**src/hdl/tccd_pkg.sv**
```systemverilog
// Shared types and constants of the terminal control code decoder.
`default_nettype none

package tccd_pkg;

	localparam int SCREEN_ROWS = 24;
	localparam int SCREEN_COLS = 80;

	localparam logic [4:0] LAST_ROW = 5'(SCREEN_ROWS - 1);
	localparam logic [6:0] LAST_COL = 7'(SCREEN_COLS - 1);

	typedef enum logic [2:0] {
		ACT_SHOW_CHAR   = 3'd0,
		ACT_SET_CURSOR  = 3'd1,
		ACT_CLEAR_UNPROT = 3'd2,
		ACT_CLEAR_ALL   = 3'd3,
		ACT_BELL        = 3'd4,
		ACT_SET_TYPE    = 3'd5
	} action_t;

	typedef struct packed {
		logic [7:0] host_byte;
		logic [4:0] cursor_row;
		logic [6:0] cursor_col;
	} host_req_t;

	typedef struct packed {
		action_t    action;
		logic [7:0] char_code;
		logic [4:0] new_row;
		logic [6:0] new_col;
		logic       last_of_run;
	} cmd_t;

	typedef struct packed {
		logic [1:0] count;
		cmd_t       first;
		cmd_t       second;
	} dec_res_t;

endpackage

`default_nettype wire

```
**src/hdl/tccd_decode.sv**
```systemverilog
// Byte decoder with cursor operand state; produces up to two commands per byte.
`default_nettype none

module tccd_decode (
	input  wire logic                clk,
	input  wire logic                arst_n,
	input  wire tccd_pkg::host_req_t req,
	input  wire logic                take,
	output tccd_pkg::dec_res_t       res
);

	localparam logic [7:0] B_HOME     = 8'd2;
	localparam logic [7:0] B_CLR_UNP  = 8'd6;
	localparam logic [7:0] B_BELL     = 8'd7;
	localparam logic [7:0] B_BKSP     = 8'd8;
	localparam logic [7:0] B_LF       = 8'd10;
	localparam logic [7:0] B_CLR_ALL  = 8'd12;
	localparam logic [7:0] B_CR       = 8'd13;
	localparam logic [7:0] B_POS      = 8'd16;
	localparam logic [7:0] B_UP       = 8'd23;
	localparam logic [7:0] B_RIGHT    = 8'd24;
	localparam logic [7:0] B_LEFT     = 8'd25;
	localparam logic [7:0] B_DOWN     = 8'd26;
	localparam logic [7:0] B_PROT_ON  = 8'd28;
	localparam logic [7:0] B_PROT_OFF = 8'd29;
	localparam logic [7:0] B_DEL      = 8'd127;
	localparam logic [7:0] B_PRINT    = 8'd32;

	logic [1:0] pending_q;
	logic [7:0] held_col_q;
	logic [1:0] pending_d;

	logic [4:0] r;
	logic [6:0] c;
	logic [7:0] b;
	logic [7:0] row_mod;
	logic [7:0] col_mod;

	function automatic logic [7:0] mod_const(input logic [7:0] v, input logic [8:0] m);
		logic [15:0] rem;
		logic [15:0] sh;
		rem = {8'd0, v};
		for (int i = 7; i >= 0; i--) begin
			sh = {7'd0, m} << i;
			if (rem >= sh) begin
				rem = rem - sh;
			end
		end
		return rem[7:0];
	endfunction

	function automatic tccd_pkg::cmd_t mk(input tccd_pkg::action_t a, input logic [7:0] code,
			input logic [4:0] row, input logic [6:0] col, input logic last);
		tccd_pkg::cmd_t t;
		t.action      = a;
		t.char_code   = code;
		t.new_row     = row;
		t.new_col     = col;
		t.last_of_run = last;
		return t;
	endfunction

	assign b       = req.host_byte;
	assign r       = (req.cursor_row > tccd_pkg::LAST_ROW) ? tccd_pkg::LAST_ROW : req.cursor_row;
	assign c       = (req.cursor_col > tccd_pkg::LAST_COL) ? tccd_pkg::LAST_COL : req.cursor_col;
	assign row_mod = mod_const(b, 9'(tccd_pkg::SCREEN_ROWS));
	assign col_mod = mod_const(held_col_q, 9'(tccd_pkg::SCREEN_COLS));

	always_comb begin
		res.count  = 2'd0;
		res.first  = mk(tccd_pkg::ACT_SHOW_CHAR, 8'd0, 5'd0, 7'd0, 1'b1);
		res.second = mk(tccd_pkg::ACT_SHOW_CHAR, 8'd0, 5'd0, 7'd0, 1'b1);
		pending_d  = 2'd0;
		if (pending_q >= 2'd2) begin
			pending_d = 2'd1;
		end else if (pending_q == 2'd1) begin
			res.count = 2'd1;
			res.first = mk(tccd_pkg::ACT_SET_CURSOR, 8'd0, row_mod[4:0], col_mod[6:0], 1'b1);
		end else if (b >= B_PRINT) begin
			if (b != B_DEL) begin
				res.count = 2'd1;
				res.first = mk(tccd_pkg::ACT_SHOW_CHAR, b, 5'd0, 7'd0, 1'b1);
			end
		end else begin
			res.count = 2'd1;
			case (b)
				B_HOME: begin
					res.first = mk(tccd_pkg::ACT_SET_CURSOR, 8'd0, 5'd0, 7'd0, 1'b1);
				end
				B_CLR_UNP: begin
					res.first = mk(tccd_pkg::ACT_CLEAR_UNPROT, 8'd0, 5'd0, 7'd0, 1'b1);
				end
				B_BELL: begin
					res.first = mk(tccd_pkg::ACT_BELL, 8'd0, 5'd0, 7'd0, 1'b1);
				end
				B_BKSP: begin
					res.first = mk(tccd_pkg::ACT_SET_CURSOR, 8'd0, r,
						(c == 7'd0) ? 7'd0 : c - 7'd1, 1'b1);
				end
				B_LF: begin
					res.count  = 2'd2;
					res.first  = mk(tccd_pkg::ACT_SHOW_CHAR, B_LF, 5'd0, 7'd0, 1'b0);
					res.second = mk(tccd_pkg::ACT_SHOW_CHAR, B_CR, 5'd0, 7'd0, 1'b1);
				end
				B_CLR_ALL: begin
					res.first = mk(tccd_pkg::ACT_CLEAR_ALL, 8'd0, 5'd0, 7'd0, 1'b1);
				end
				B_CR: begin
					res.first = mk(tccd_pkg::ACT_SHOW_CHAR, B_CR, 5'd0, 7'd0, 1'b1);
				end
				B_POS: begin
					res.count = 2'd0;
					pending_d = 2'd2;
				end
				B_UP: begin
					res.first = mk(tccd_pkg::ACT_SET_CURSOR, 8'd0,
						(r == 5'd0) ? tccd_pkg::LAST_ROW : r - 5'd1, c, 1'b1);
				end
				B_RIGHT: begin
					if (c >= tccd_pkg::LAST_COL) begin
						res.first = mk(tccd_pkg::ACT_SET_CURSOR, 8'd0,
							(r >= tccd_pkg::LAST_ROW) ? 5'd0 : r + 5'd1, 7'd0, 1'b1);
					end else begin
						res.first = mk(tccd_pkg::ACT_SET_CURSOR, 8'd0, r, c + 7'd1, 1'b1);
					end
				end
				B_LEFT: begin
					if (c == 7'd0) begin
						res.first = mk(tccd_pkg::ACT_SET_CURSOR, 8'd0,
							(r == 5'd0) ? tccd_pkg::LAST_ROW : r - 5'd1,
							tccd_pkg::LAST_COL, 1'b1);
					end else begin
						res.first = mk(tccd_pkg::ACT_SET_CURSOR, 8'd0, r, c - 7'd1, 1'b1);
					end
				end
				B_DOWN: begin
					res.first = mk(tccd_pkg::ACT_SET_CURSOR, 8'd0,
						(r >= tccd_pkg::LAST_ROW) ? 5'd0 : r + 5'd1, c, 1'b1);
				end
				B_PROT_ON, B_PROT_OFF: begin
					res.first = mk(tccd_pkg::ACT_SET_TYPE, b, 5'd0, 7'd0, 1'b1);
				end
				default: begin
					res.count = 2'd0;
				end
			endcase
		end
	end

	always_ff @(posedge clk or negedge arst_n) begin
		if (!arst_n) begin
			pending_q  <= 2'd0;
			held_col_q <= 8'd0;
		end else if (take) begin
			pending_q <= pending_d;
			if (pending_q >= 2'd2) begin
				held_col_q <= b;
			end
		end
	end

	a_pending_range: assert property (@(posedge clk) disable iff (!arst_n)
		pending_q != 2'd3)
		else $error("operand counter left its range");

	a_pos_starts: assert property (@(posedge clk) disable iff (!arst_n)
		take && pending_q == 2'd0 && b == B_POS |=> pending_q == 2'd2)
		else $error("position byte did not arm the operand counter");

	a_column_silent: assert property (@(posedge clk) disable iff (!arst_n)
		pending_q == 2'd2 |-> res.count == 2'd0)
		else $error("column operand produced a command");

	a_pair_marks: assert property (@(posedge clk) disable iff (!arst_n)
		res.count == 2'd2 |-> !res.first.last_of_run && res.second.last_of_run)
		else $error("two-command run marked wrongly");

endmodule

`default_nettype wire

```
**src/hdl/tccd_cmd_fifo.sv**
```systemverilog
// Three-entry command queue that takes up to two commands per cycle.
`default_nettype none

module tccd_cmd_fifo (
	input  wire logic           clk,
	input  wire logic           arst_n,
	input  wire logic [1:0]     push_n,
	input  wire tccd_pkg::cmd_t push_first,
	input  wire tccd_pkg::cmd_t push_second,
	output logic                space,
	output logic                cmd_valid,
	input  wire logic           cmd_ready,
	output tccd_pkg::cmd_t      cmd
);

	tccd_pkg::cmd_t entry_q [3];
	logic [1:0] cnt_q;
	logic [1:0] rd_q;
	logic [1:0] wr_q;
	logic       pop;

	function automatic logic [1:0] inc3(input logic [1:0] p);
		return (p == 2'd2) ? 2'd0 : p + 2'd1;
	endfunction

	assign space     = cnt_q <= 2'd1;
	assign cmd_valid = cnt_q != 2'd0;
	assign cmd       = entry_q[rd_q];
	assign pop       = cmd_valid && cmd_ready;

	always_ff @(posedge clk) begin
		if (push_n != 2'd0) begin
			entry_q[wr_q] <= push_first;
		end
		if (push_n == 2'd2) begin
			entry_q[inc3(wr_q)] <= push_second;
		end
	end

	always_ff @(posedge clk or negedge arst_n) begin
		if (!arst_n) begin
			cnt_q <= 2'd0;
			rd_q  <= 2'd0;
			wr_q  <= 2'd0;
		end else begin
			cnt_q <= cnt_q + push_n - {1'b0, pop};
			if (pop) begin
				rd_q <= inc3(rd_q);
			end
			if (push_n == 2'd1) begin
				wr_q <= inc3(wr_q);
			end else if (push_n == 2'd2) begin
				wr_q <= inc3(inc3(wr_q));
			end
		end
	end

	a_push_room: assert property (@(posedge clk) disable iff (!arst_n)
		push_n != 2'd0 |-> cnt_q <= 2'd1)
		else $error("command queue pushed without room");

	a_push_code: assert property (@(posedge clk) disable iff (!arst_n)
		push_n != 2'd3)
		else $error("more than two commands pushed");

	a_count_step: assert property (@(posedge clk) disable iff (!arst_n)
		push_n == 2'd0 && !pop |=> $stable(cnt_q))
		else $error("queue fill changed while idle");

endmodule

`default_nettype wire

```
**src/hdl/terminal_control_code_decoder.sv**
```systemverilog
// Top level of the terminal control code decoder.
// Usage:
//   The host channel (host_valid, host_ready, host_req) carries one request per
//   host byte together with the cursor row and column read back from the display.
//   The command channel (cmd_valid, cmd_ready, cmd) carries display commands.
//   A request is registered in the input stage at acceptance, decoded there and
//   written into a three-entry command queue once the queue has room, so the first
//   command of a byte passes the input stage register and then the queue register.
//   Throughput is one byte per cycle while the receiver takes a command each
//   cycle; a line feed yields two commands and holds the host side, set by the
//   single command read port of the queue.
//   Cursor positioning consumes the following two bytes as operands; the column
//   byte yields no command and the row byte yields one set cursor command.
//   Reset clears the operand state and empties the queue and the input stage.
//   When the receiver stalls, commands wait in the queue and host_ready drops
//   once the queue holds two or more entries with a byte waiting in the stage.
`default_nettype none

module terminal_control_code_decoder (
	input  wire logic                clk,
	input  wire logic                arst_n,
	input  wire logic                host_valid,
	output logic                     host_ready,
	input  wire tccd_pkg::host_req_t host_req,
	output logic                     cmd_valid,
	input  wire logic                cmd_ready,
	output tccd_pkg::cmd_t           cmd
);

	logic                host_vld_s1;
	tccd_pkg::host_req_t host_s1;
	logic                space;
	logic                take;
	tccd_pkg::dec_res_t  res;
	logic [1:0]          push_n;

	assign take       = host_vld_s1 && space;
	assign host_ready = !host_vld_s1 || space;
	assign push_n     = take ? res.count : 2'd0;

	always_ff @(posedge clk or negedge arst_n) begin
		if (!arst_n) begin
			host_vld_s1 <= 1'b0;
		end else if (host_ready) begin
			host_vld_s1 <= host_valid;
		end
	end

	always_ff @(posedge clk) begin
		if (host_valid && host_ready) begin
			host_s1 <= host_req;
		end
	end

	tccd_decode u_decode (
		.clk    (clk),
		.arst_n (arst_n),
		.req    (host_s1),
		.take   (take),
		.res    (res)
	);

	tccd_cmd_fifo u_fifo (
		.clk         (clk),
		.arst_n      (arst_n),
		.push_n      (push_n),
		.push_first  (res.first),
		.push_second (res.second),
		.space       (space),
		.cmd_valid   (cmd_valid),
		.cmd_ready   (cmd_ready),
		.cmd         (cmd)
	);

endmodule

`default_nettype wire
```
**config.mk**
```make
export PLATFORM = sky130hd
export DESIGN_NAME = terminal_control_code_decoder
export DESIGN_NICKNAME = d
export VERILOG_FILES = /design/src/hdl/tccd_pkg.sv /design/src/hdl/tccd_decode.sv /design/src/hdl/tccd_cmd_fifo.sv /design/src/hdl/terminal_control_code_decoder.sv
export SDC_FILE = /design/constraint.sdc
export NUM_CORES = 1
export LEC_CHECK = 0
export BUFFER_PORTS_ARGS = -buffer_cell sky130_fd_sc_hd__buf_2
export CORE_MARGIN = 4
export CORE_UTILIZATION = 56
export DETAILED_ROUTE_END_ITERATION = 8
export GPL_ROUTABILITY_DRIVEN = 0
export PLACE_DENSITY = 0.86
export SLEW_MARGIN = 20
export SYNTH_ARGS = -nofsm -noshare
export SYNTH_HDL_FRONTEND = slang
export SYNTH_SLANG_ARGS = --single-unit
```
**constraint.sdc**
```tcl
create_clock -name clk -period 9.1 [get_ports clk]
set_input_delay 0.455 -clock clk [delete_from_list [all_inputs] [get_ports clk]]
set_output_delay 0.455 -clock clk [all_outputs]
set_load 0.01 [all_outputs]
```
== Word level (Yosys, flattened, before mapping) ==
Memory sizes are Yosys's and may differ from the RTL's.
Cells that the tools add are included.
Cells by class
  add/sub/neg operators: 15
  multipliers: 0
  div/mod/pow operators: 0
  magnitude comparators: 13
  equal/unequal tests: 21
  shifts and indexed selects: 0
  muxes and demuxes: 36
  bitwise operators: 0
  reduce and logical (&&, ||, !) cells: 13
Operator list (count)
  $pmux 24 s12: 1
  $mux 16: 4
  $eq 8x5->1 const B: 7
  $mux 26: 2
  $mux 50: 1
  $mux 24: 2
  $eq 8x4->1 const B: 4
  $ge 16x7->1 const B: 2
  $mux 13: 2
  $mux 25: 1
  $mux 7: 3
  $mux 2: 10
  $mux 5: 4
  $sub 8x8->9 const B: 2
  $mux 17: 1
  $eq 8x3->1 const B: 2
  $ge 16x5->1 const B: 1
  $ge 16x6->1 const B: 1
  $ge 8x8->1 const B: 2
  $sub 16x6->16 const B: 1
  $sub 16x7->16 const B: 1
  $reduce_or 12->1: 1
  $eq 2x2->1 const B: 4
  $eq 8x2->1 const B: 1
  other kinds (28): 38
Word-level totals
  flip-flop bits (word level): 37
  bits in latches: 0
  RAM bits: 72
  memory bits (read-only): 0
  bits of input ports: 24
  output and inout port bits: 26
  word-level logic and storage cells: 108
  memories: 1
Memories
  u_fifo.entry_q: depth 3, bits a word 24, read ports 1, clocked after memory_dff 0, write ports 2, RTL line tccd_cmd_fifo.sv:16  | tccd_pkg::cmd_t entry_q [3];

== Depth between registers and ports, before layout ==
  depth in word-level cells: 14
  gate-level depth with buffers: 22
  gate-level depth less buffers: 20

== By module ==
From an unflattened synthesis, not the netlist that was laid out.
Unflattened totals
  cell total of the unflattened synthesis: 640
  area total of the unflattened synthesis: 7014.2 um2
Modules (own cells, without submodules)
  tccd_cmd_fifo: instances 1, cells an instance 274, area an instance 3941.3 um2, sequential area each 2312.2 um2
  tccd_decode: instances 1, cells an instance 339, area an instance 2399.8 um2, sequential area each 250.2 um2
  terminal_control_code_decoder: instances 1, cells an instance 27, area an instance 673.1 um2, sequential area each 625.6 um2

== Least setup slack after synthesis ==
Ideal clock, no wire load.
  kind: reg-to-reg
  start point: reg host_s1[19] (netlist name)
  end point: mem u_fifo.entry_q[0][12] (netlist name)
  library setup time: 123 ps
  data arrival time: 3843 ps
  data required time: 8977 ps
  slack: 5133 ps
  stages on the path, launching flop included: 19
  path buffers: 1
  clock period less this slack: 3967 ps
  cell sequence: edfxtp_1 -> clkbuf_1 -> nor2_1 -> ha_1 -> inv_1 -> nand2_1 -> ha_1 -> or4bb_1 -> a211oi_1 -> o22ai_1 -> nor3_1 -> nor2_1 -> ha_1 -> nor4b_1 -> a221oi_1 -> nand4_1 -> a211oi_2 -> mux2i_1 -> o21ai_1
RTL lines
  from (decl): RTL line terminal_control_code_decoder.sv:31  | tccd_pkg::host_req_t host_s1;
  from (signal assigned): RTL line terminal_control_code_decoder.sv:51  | host_s1 <= host_req;
  to (decl): RTL line tccd_cmd_fifo.sv:16

==> summary.md <==
| Metric | Value |
|---|---|
| CP Data Required Time | `between 9000 and 10000 ps` |
| Clock Sinks | `109` |
| Period utilization | `0.517` |
| CTS tree | `done` |
| Effective utilization at floorplan | `0.571` |
| Vias | `between 5000 and 6000` |
| Site Rows | `38` |
| Most frequent CP cell | `ha_1` |
| Max FO, Critical Path | `10` |
| Top FF cell, synth | `dfxtp_1` |
| Critical R2R Capture | `u_fifo.entry_q[1][12]$_SDFFE_PP0P_` |
| R2R setup slack | `approximately 4400 ps` |
| Sw frac | `0.393` |
| Vias in the first global route | `approximately 5300` |
| Ys async rst share | `0.156` |
| Layout Utilization | `0.619` |
| Routed WL | `between 15000 and 20000 µm` |
| Dpl cells | `847` |
| First-pass iteration count of the detailed router | `5` |
| Residual DRC | `0` |
| H-tree levels | `3` |
| Total negative slack | `0 ps` |
| Crit end category | `flop` |
| Antenna fix cells | `0` |
| Endpoint of the worst hold path | `host_s1[11]$_DFFE_PP_` |
| Sequential cell area | `between 2000 and 3000 µm²` |
| Top-level I/O count | `50` |
| Mean Syn Cell Area | `between 8 and 9 µm²` |
| Area occupied by multi-input gates | `around 3300 µm²` |
| Initial antenna violation count | `0` |
| Antenna violation net count after detailed routing | `0` |
| Reg2reg start | `host_s1[18]$_DFFE_PP_` |
| Power per cell area | `249 nW/µm²` |
| Synth top area cells | `dfxtp_1, edfxtp_1, dfrtp_1` |
| Psw | `about 0.00066 W` |
| Post-synthesis sequential area ratio | `0.413` |
| Distinct cells, synth | `just over 70` |
| Max clock buf depth | `2` |
| Mapped Area | `around 6200 µm²` |
| Global-route wire length before repair | `around 26000 µm` |
| Clk network pwr share | `0.202` |
| CORE AREA | `about 11000 µm²` |
| Largest net degree at the start of global routing | `33` |
| Minimum clock period | `~4700 ps` |
| Worst Tran Pin Value | `around 1000 ps` |
| Fill cell count | `a little over 900` |
| Synth Warn # | `0` |
| WHS Path Cells | `1` |
| Cell Count, Final, Fillers Out | `between 800 and 900` |
| Crit path DAT | `~5000 ps` |
| Global route total overflow | `0` |
| Status | `finished clean` |
| Post-synth EDFFs | `29` |
| Area share of the largest cell type after synthesis | `0.204` |
| Post-CTS resize count | `0` |
| Slew headroom | `0.336` |
| Critical path class | `reg -> reg` |
| CTS buffer count | `9` |
| #FFs+latches synth | `approximately 110` |
| Nets | `762` |
| Setup Viol. Count Final | `0` |
| Overall global routing resource usage | `0.245` |
| DP HPWL | `approximately 11000 µm` |
| Critical path's largest stage delay | `about 570 ps` |
| Max Cap Viol | `0` |
| Vias per cell | `~6.4` |
| Total Die Area | `about 13000 µm²` |
| Chip height | `between 100 and 150 µm` |
| Mapped Cells | `698` |
| RSZ-0062 raised after global routing | `false` |
| Worst path slowest cell | `edfxtp_1` |
| Max Freq | `approximately 210 MHz` |
| Final Max Slew Viols | `0` |
| Final hold violation count | `0` |
| Wire per inst | `around 18 µm` |
| Final Power | `0.00167 W` |
| Pleak | `about 2.6 nW` |
| Comb power frac | `0.366` |
| Buffers added on ports | `49` |
| Iter 0 DRT Violations | `between 800 and 900` |
| Critical-path cell list | `inv_1 > nor2_1 > ha_1 > or2b_1 > o31ai_4 > xor2_1 > ha_1 > a21oi_1 > o211ai_1 > nor3_1 > nor2_1 > ha_1 > nor4b_1 > a221oi_1 > nand4_1 > a211oi_2 > mux2i_1 > o21ai_1` |
| Worst Skew | `roughly 14 ps` |
| Die X-Extent | `113 µm` |
| Pint | `~0.001 W` |
| Dominant cell type by area after synthesis | `dfxtp_1` |
| CTS Root Cell | `clkbuf_8` |
| Crit start category | `flop` |
| Hold_sp | `host_req[11]` |
| FF-to-FF path depth | `18` |
| Layout cells sized above 1 | `0.133` |
| Sequential share of power | `0.433` |
| Clock Latency Late Sink | `roughly 400 ps` |
| Hold crit path type | `in -> reg` |
| Layout area overhead | `8.39%` |
| Hold WS | `237 ps` |
| Peak VDD IR | `roughly 0.17 mV` |
| Reg clk slew, reported paths | `100 ps` |
[power by group through the flow]
stage / Combinational (W) / Clock, W / Sequential [W]
2_1_floorplan: 0.000496 / 0 / 0.000657
4_1_cts: 0.000607 / 0.000340 / 0.000719
6_report: 0.000611 / 0.000337 / 0.000723
5_1_grt: 0.000677 / 0.000358 / 0.000738
3_3_place_gp: 0.000578 / 0 / 0.000722
3_5_place_dp: 0.000604 / 0 / 0.000730
[critical path: cells and delay by family, from the launching register on]
kind	cells	cell delay, ps
DFF	1	570
AOI/OAI and AO/OA	6	1450
xor gates and xnor gates	1	130
adders and majority gates	3	690
and+or+nand+nor	6	1230
buffers and inverters	1	160
muxes	1	360
[cells in the final DEF (no fill, tap or decap), types with 17 or more instances in the layout]
master,n
nand2_1,89
o21ai_0,83
dfxtp_1,63
buf_2,49
inv_1,30
a21oi_1,29
mux2i_1,29
edfxtp_1,29
nor2_1,25
a22o_1,22
ha_1,19
dfrtp_1,17
[final cells by class]
type	instances	share of cell area
multi-input cells	511	0.495
flip-flops and latches	109	0.381
repair buffers	58	0.0470
well taps	140	0.0261
clock buffers	9	0.0185
inverters	30	0.0168
clock inverters	7	0.0158
[synthesized netlist by cell type, drive strengths merged, types with 11 or more instances]
library cell	count
a22o	22
nand3	15
clkbuf	41
nand2	89
edfxtp	29
dfrtp	17
ha	19
mux2i	29
nor3	12
dfxtp	63
o21ai	93
inv	30
nor2	26
a21oi	29
a22oi	11
a32o	11
[flip-flops by register name (all words and copies together), names as in the netlist]
register and count:
u_decode.held_col_q 8, u_fifo.wr_q 2, u_fifo.entry_q 72, host_s1 20, host_vld_s1 1, u_fifo.cnt_q 2
u_decode.pending_q 2, u_fifo.rd_q 2
[metal layers]
metal  GRT usage  routed length, µm  vias up
met4      0.0769                406        0
li1            -                  -     2589
met5           0                  0        -
met3      0.0615               1140       34
met2       0.410               7390      235
met1       0.311               6390     2636
[worst max path at each step]
stage | from | end | slack [ps] | cells past startpoint
3_5_place_dp | host_s1[18]$_DFFE_PP_ | u_fifo.entry_q[1][12]$_SDFFE_PP0P_ | 4540 | 18
2_1_floorplan | host_s1[19]$_DFFE_PP_ | u_fifo.entry_q[0][12]$_SDFFE_PP0P_ | 5130 | 18
5_1_grt | host_s1[18]$_DFFE_PP_ | u_fifo.entry_q[0][12]$_SDFFE_PP0P_ | 3960 | 18
3_3_place_gp | host_s1[18]$_DFFE_PP_ | u_fifo.entry_q[1][12]$_SDFFE_PP0P_ | 4770 | 18
4_1_cts | host_s1[18]$_DFFE_PP_ | u_fifo.entry_q[1][12]$_SDFFE_PP0P_ | 4490 | 18
6_report | host_s1[18]$_DFFE_PP_ | u_fifo.entry_q[1][12]$_SDFFE_PP0P_ | 4400 | 18
[stage by stage]
| step | worst slack [ps] | cell area [µm²] |
|---|---|---|
| after detailed placement | 4540 | 6470 |
| after CTS | 4490 | 6710 |
| after floorplan | 5130 | 6200 |
| after global routing | 3960 | 6710 |
| after global placement | 4770 | 6470 |
| final | 4400 | 6710 |
[logic make-up (layout without fill, tap and decap cells)]
group / count (synthesis) / count (layout) / synth area share
buf+inv: 80 / 104 / 0.0523
fa+ha+maj: 19 / 19 / 0.0384
xor+xnor: 13 / 13 / 0.0184
simple gates: 212 / 212 / 0.172
compound gates: 228 / 228 / 0.246
flops: 109 / 109 / 0.413
other cells: 1 / 3 / 0.000606
mux: 36 / 36 / 0.0596
[timing repair]
item                                   4_1_cts  5_1_grt
endpoints found under the hold margin       17        0
setup buffers                                0        0
hold buffers                                 1        0
Note: power is estimated with default switching activity, not from simulation.
